===== config.mk =====
export PLATFORM = sky130hd
export DESIGN_NAME = decimal_field_slot_encoder
export DESIGN_NICKNAME = d
export VERILOG_FILES = /design/src/dfse_pkg.sv /design/src/decimal_field_slot_encoder.sv /design/src/dfse_wide_enc.sv
export SDC_FILE = /design/constraint.sdc
export NUM_CORES = 1
export LEC_CHECK = 0
export ABC_AREA = 1
export BUFFER_PORTS_ARGS = -buffer_cell sky130_fd_sc_hd__buf_2
export CAP_MARGIN = 20
export CORE_MARGIN = 8
export CORE_UTILIZATION = 50
export CTS_BUF_LIST = sky130_fd_sc_hd__clkbuf_8
export CTS_CLUSTER_DIAMETER = 80
export DETAILED_ROUTE_END_ITERATION = 8
export PLACE_DENSITY = 0.79
export SLEW_MARGIN = 20
export SYNTH_ARGS = -nofsm -noshare
export SYNTH_HDL_FRONTEND = slang
export SYNTH_SLANG_ARGS = --single-unit

===== constraint.sdc =====
create_clock -name clk -period 16.7 [get_ports clk]
set_clock_uncertainty 0.15 [all_clocks]
set_input_delay 2.505 -clock clk [delete_from_list [all_inputs] [get_ports clk]]
set_output_delay 2.505 -clock clk [all_outputs]
set_load 0.005 [all_outputs]

===== src/dfse_pkg.sv =====
// Package for the decimal field slot encoder.
// Holds the slot constants and the encoder result type; no dependencies.
`default_nettype none

package dfse_pkg;

  // Precision at or below this keeps the value inline in the slot
  localparam logic [5:0] INLINE_MAX_PRECISION = 6'd18;
  // Precision after reset
  localparam logic [5:0] PRECISION_RESET = 6'd38;
  // Bytes reserved in the variable area for one wide decimal
  localparam logic [16:0] WIDE_SLOT_BYTES = 17'd16;
  // Bit position of the cursor within the slot word
  localparam int CURSOR_SHIFT = 32;

  localparam int IN_DATA_W  = 144;
  localparam int OUT_DATA_W = 216;

  // Wide encoder result: byte count and left-aligned big-endian bytes
  typedef struct packed {
    logic [4:0]   count;
    logic [127:0] bytes;
  } wide_enc_t;

endpackage

`default_nettype wire


===== src/decimal_field_slot_encoder.sv =====
// Top level of the decimal field slot encoder: input register, encoder, result register.
// Depends on dfse_pkg and dfse_wide_enc.
//
//  channel   dir  handshake                  payload
//  s_axis    in   s_axis_tvalid/tready       tdata: value_high, value_low, cursor; tuser: is_null
//  m_axis    out  m_axis_tvalid/tready       tdata: slot_word .. next_cursor; tuser: null_flag
//  cfg       in   cfg_valid/cfg_ready        cfg_data: precision
//
// Input register feeds result register; one item per cycle while the output is not stalled.
// The limit is the single pass through the byte-length search and byte shifter.
// rst (synchronous, active high) empties both stages and sets precision to 38.
// A stalled output holds its result; the input stage still fills behind it.
`default_nettype none

module decimal_field_slot_encoder (
  input  wire logic                            clk,
  input  wire logic                            rst,
  // {cursor[143:128], value_low[127:64], value_high[63:0]}
  input  wire logic [dfse_pkg::IN_DATA_W-1:0]  s_axis_tdata,
  // {is_null}
  input  wire logic                            s_axis_tuser,
  input  wire logic                            s_axis_tvalid,
  output logic                                 s_axis_tready,
  // {pad[215:214], next_cursor[213:197], bytes_lower[196:133],
  //  bytes_upper[132:69], byte_count[68:64], slot_word[63:0]}
  output logic [dfse_pkg::OUT_DATA_W-1:0]      m_axis_tdata,
  // {null_flag}
  output logic                                 m_axis_tuser,
  output logic                                 m_axis_tvalid,
  input  wire logic                            m_axis_tready,
  input  wire logic [5:0]                      cfg_data,
  input  wire logic                            cfg_valid,
  output logic                                 cfg_ready
);
  import dfse_pkg::*;

  logic [5:0]  precision;

  // Input stage
  logic        in_valid;
  logic [63:0] in_high;
  logic [63:0] in_low;
  logic        in_null;
  logic [15:0] in_cursor;

  // Result stage
  logic        out_valid;
  logic [63:0] slot_word;
  logic [4:0]  byte_count;
  logic [63:0] bytes_upper;
  logic [63:0] bytes_lower;
  logic [16:0] next_cursor;
  logic        null_flag;

  logic        out_load;
  logic        in_load;

  logic        wide;
  wide_enc_t   enc;
  logic [63:0] slot_word_next;
  logic [4:0]  byte_count_next;
  logic [63:0] bytes_upper_next;
  logic [63:0] bytes_lower_next;
  logic [16:0] next_cursor_next;

  // Configuration register, always ready
  assign cfg_ready = 1'b1;

  always_ff @(posedge clk) begin
    if (rst) begin
      precision <= PRECISION_RESET;
    end else if (cfg_valid) begin
      precision <= cfg_data;
    end
  end

  // Stage flow control
  assign out_load      = !out_valid || m_axis_tready;
  assign s_axis_tready = !in_valid || out_load;
  assign in_load       = s_axis_tvalid && s_axis_tready;

  always_ff @(posedge clk) begin
    if (rst) begin
      in_valid <= 1'b0;
    end else if (s_axis_tready) begin
      in_valid <= s_axis_tvalid;
    end
  end

  always_ff @(posedge clk) begin
    if (in_load) begin
      in_high   <= s_axis_tdata[63:0];
      in_low    <= s_axis_tdata[127:64];
      in_cursor <= s_axis_tdata[143:128];
      in_null   <= s_axis_tuser;
    end
  end

  dfse_wide_enc u_wide_enc (
    .value_high (in_high),
    .value_low  (in_low),
    .enc        (enc)
  );

  // Slot formation
  assign wide = precision > INLINE_MAX_PRECISION;

  always_comb begin
    slot_word_next   = 64'd0;
    byte_count_next  = 5'd0;
    bytes_upper_next = 64'd0;
    bytes_lower_next = 64'd0;
    next_cursor_next = {1'b0, in_cursor};
    if (wide) begin
      next_cursor_next = {1'b0, in_cursor} + WIDE_SLOT_BYTES;
    end
    if (!in_null) begin
      if (wide) begin
        slot_word_next   = ({48'd0, in_cursor} << CURSOR_SHIFT) | {59'd0, enc.count};
        byte_count_next  = enc.count;
        bytes_upper_next = enc.bytes[127:64];
        bytes_lower_next = enc.bytes[63:0];
      end else begin
        slot_word_next = in_low;
      end
    end
  end

  // Result register
  always_ff @(posedge clk) begin
    if (rst) begin
      out_valid <= 1'b0;
    end else if (out_load) begin
      out_valid <= in_valid;
    end
  end

  always_ff @(posedge clk) begin
    if (out_load && in_valid) begin
      slot_word   <= slot_word_next;
      byte_count  <= byte_count_next;
      bytes_upper <= bytes_upper_next;
      bytes_lower <= bytes_lower_next;
      next_cursor <= next_cursor_next;
      null_flag   <= in_null;
    end
  end

  assign m_axis_tvalid = out_valid;
  assign m_axis_tuser  = null_flag;
  assign m_axis_tdata  = {2'b00, next_cursor, bytes_lower, bytes_upper, byte_count, slot_word};

endmodule

`default_nettype wire


===== src/dfse_wide_enc.sv =====
// Minimal two's-complement byte string encoder for a 128-bit value.
// Combinational; uses dfse_pkg for the result type.
`default_nettype none

module dfse_wide_enc (
  input  wire logic [63:0]      value_high,
  input  wire logic [63:0]      value_low,
  output dfse_pkg::wide_enc_t   enc
);
  import dfse_pkg::*;

  logic [127:0] value;
  logic [127:0] mag;
  logic [15:0]  fits;
  logic [4:0]   count;
  logic [3:0]   shift_bytes;
  logic [127:0] shifted;

  // Magnitude for bit length: complement of negative values
  assign value = {value_high, value_low};
  assign mag   = value[127] ? ~value : value;

  // n bytes suffice when the magnitude is below 2^(8n-1)
  always_comb begin
    for (int n = 1; n <= 16; n++) begin
      fits[n-1] = ((mag >> (8 * n - 1)) == 128'd0);
    end
  end

  // Smallest n that fits
  always_comb begin
    count = 5'd16;
    for (int n = 16; n >= 1; n--) begin
      if (fits[n-1]) begin
        count = 5'(n);
      end
    end
  end

  // Left-align: shift up by the unused bytes, four byte-shift levels
  assign shift_bytes = 4'(5'd16 - count);

  always_comb begin
    shifted = value;
    for (int i = 0; i < 4; i++) begin
      if (shift_bytes[i]) begin
        shifted = shifted << (8 * (1 << i));
      end
    end
  end

  assign enc.count = count;
  assign enc.bytes = shifted;

endmodule

`default_nettype wire


==> flow_summary.ini <==
[place]
hpwl_um = 58270
gp_congestion = 1.037
dpl.cell_count = 2741
io_buffers = 372

[floorplan]
core_area_mm2 = 0.03652
start_util_pct = 50.64
die-area_mm2 = 0.04340
io_pins = 376
rows = 70
die_h_um = 208.3
die_width_um = 208.3

[clock_tree]
clk_pin_slew_ns = 0.06
post-cts-setup-buffer-count = 0
cts.htree.levels = 2
clock-sinks = 368
clock_latency_ns = 0.70
numCtsBuffers = 58
cts_tree = done
clockBufferDepth = 3
root_buffer = clkbuf_8
cts_hold_buf = 0
cts_resized = 0

[global_route]
grt_pass1_vias = 16382
grt_overflow_total = 0
grt.total_usage_pct = 34.69
grt_pass1_wl_um = 111700
grt_max_degree = 95
antenna_found_initial = 2

[worst_setup_path]
end_kind = flop
r2r_slack_ns = 10.10
worstPathArrival_ns = 6.98
endpoint = bytes_upper[13]$_SDFFCE_PP0P_
start_kind = flop
crit_path_start = in_high[63]$_DFFE_PP_
critPathRequiredTime_ns = 17.08
r2r_start = in_high[63]$_DFFE_PP_
reg2regPathDepth = 19
path_class = flop to flop
crit_fanout = 88
r2r-end = bytes_upper[13]$_SDFFCE_PP0P_

[logic_synthesis]
synth_compound_area_share_pct = 1.414
synth_cells = 2011
yosysSeqAreaShare_pct = 59.31
synth_top_cell_area_share_pct = 58.45
avgSynthCellArea_um2 = 9.198
synth_area_leader_cell = edfxtp_1
ys_seq_elements = 368
yosys.area_share.simple_pct = 32.02
muxShareOfSynthArea_pct = 0
synth_area_mm2 = 0.01850
synth-xor-area-share_pct = 0.6088
synth_cell_types = 34
synth_warnings = 0
synth_top_family_by_area = simple AND/OR/NAND/NOR gates
ys_top_cells_by_area = edfxtp_1 58%, nand3_1 18%, nand2_1 7.7%
synth-adder-area-share_pct = 0.1353

[route]
route.vias.total = 17258
wire_per_inst_um = 27.23
dr.pass1.iters = 7
remaining_drc_errors = 0
ant_nets = 0
vias_per_cell = 6.055
wl_um = 77610
drt_first_iter_violations = 2586

[final_layout]
fin_nets = 2491
layout_commonest_cell = nand3_1
final_layout_size_suffix_gt1_share_pct = 20.45
post-route-util_pct = 59.44
fin_cells = 2850
insertedDiodeCount = 0
mostFrequentLayoutCells = 666 x nand3_1, 376 x nand2_1, 372 x buf_2, 360 x edfxtp_1, 170 x nor2_1
n_fill_cell = 3111
area_growth_pct = 17.36

[sta]
setup_viol = 0
rsz0062_at_grt = false
post-route-min-period_ns = 6.602
final_max_slew_viol_count = 0
setup_tns_ns = 0
max_slew.worst_pin.slew_ns = 1.073
finalCritPeriodShare_pct = 39.53
hold_viol = 0
clock.fmax_ghz = 0.1515
relSlewSlack_pct = 28.44

[hold_path]
min-delay-path-class = flop to flop

[pwr]
peakVddDrop_mv = 0.1034
p_leak_nw = 9.592
p_per_area_mw_per_mm2 = 97.35

[flow_run]
max_cap_viol_count = 0

[run_status]
status = completed
[cells in the mapped netlist, drive strengths merged]
library cell and count:
a21oi 4, a22oi 1, and3 9, buf 75, clkbuf 53, clkinv 1, conb 2, dfxtp 8
edfxtp 360, ha 2, inv 151, nand2 380, nand3 668, nand3b 13, nand4 14, nor2 173
nor3 30, nor4 12, o21ai 25, o22ai 15, o31ai 2, or2 1, xor2 12
[cell families (layout without fill, tap and decap cells)]
logic type,Yosys count,in the layout
simple gates,1300,1300
xor+xnor,12,12
fa+ha+maj,2,2
buf+inv,280,650
compound gates,47,47
flops,368,368
other cells,2,3
[per-layer routing]
metal	vias to the layer above	routed length, um	GRT usage [%]
met4	0	2959	12.26
met1	8235	30840	47.09
li1	7668	-	-
met5	-	0	0
met2	1195	35200	53.94
met3	160	8606	8.237
[worst min-delay path by stage]
stage                     cells past startpoint  slack, ns                   start                  endpoint
after floorplan                               0       0.28  in_cursor[0]$_DFFE_PP_  next_cursor[0]$_DFFE_PP_
after global placement                        0       0.28  in_cursor[2]$_DFFE_PP_  next_cursor[2]$_DFFE_PP_
after detailed placement                      0       0.29  in_cursor[2]$_DFFE_PP_  next_cursor[2]$_DFFE_PP_
after CTS                                     0       0.30  in_cursor[3]$_DFFE_PP_  next_cursor[3]$_DFFE_PP_
after global routing                          0       0.32  in_cursor[3]$_DFFE_PP_  next_cursor[3]$_DFFE_PP_
final                                         0       0.31  in_cursor[3]$_DFFE_PP_  next_cursor[3]$_DFFE_PP_
[critical path, cell delays in order (launching register included)]
cell and delay [ns]:
edfxtp_1 0.37, buf_4 0.27, inv_2 0.21, nand2_1 0.12
nor3_1 0.19, nand4_1 0.10, o21ai_0 0.09, nand2_1 0.12
nor2_1 0.20, nand3_1 0.15, nand2_4 0.55, nand2_4 0.49
inv_2 0.44, ha_4 0.47, inv_2 0.60, buf_4 0.86
nand3_1 0.35, nand3_1 0.31, nand3_1 0.12, nand2_1 0.11
[report_power, final]
group	switching (W)	leakage (nW)	total, W	internal, W
clock network	0.000379	0.647	0.000788	0.000409
registers	0.0000260	3.59	0.00110	0.00107
logic	0.000159	5.35	0.000226	0.0000665
total	0.000564	9.59	0.00211	0.00155
[sequential cells by signal, indices dropped and copies added, names as in the netlist]
register and flops:
bytes_lower 64, m_axis_tvalid 1, in_cursor 16, in_low 64
m_axis_tuser 1, precision 6, bytes_upper 64, in_high 64
byte_count 5, next_cursor 17, slot_word 64, in_valid 1
in_null 1
[metrics by stage]
| step | total power, W | cell area, um2 | setup WS (ns) | hold WS [ns] |
|---|---|---|---|---|
| after global placement | 0.001334 | 20520 | 10.59 | 0.2826 |
| after floorplan | 0.001232 | 18500 | 2.842 | 0.2768 |
| after global routing | 0.002178 | 21710 | 9.901 | 0.3187 |
| after CTS | 0.002116 | 21710 | 10.43 | 0.3001 |
| final | 0.002113 | 21710 | 10.10 | 0.3066 |
| after detailed placement | 0.001338 | 20520 | 10.48 | 0.2857 |
[final cells by class]
type                       count  area, um2  share of cell area, %
sequential                   368      10970                  50.54
multi-input combinational   1364       6402                  29.49
timing repair buffer         389       1989                  9.164
clock buffer                  58      798.3                  3.677
tap                          468      585.6                  2.697
inverter                     152      576.8                  2.657
clock inverter                51      385.4                  1.775
No activity file was read; power rests on OpenSTA's default activity.
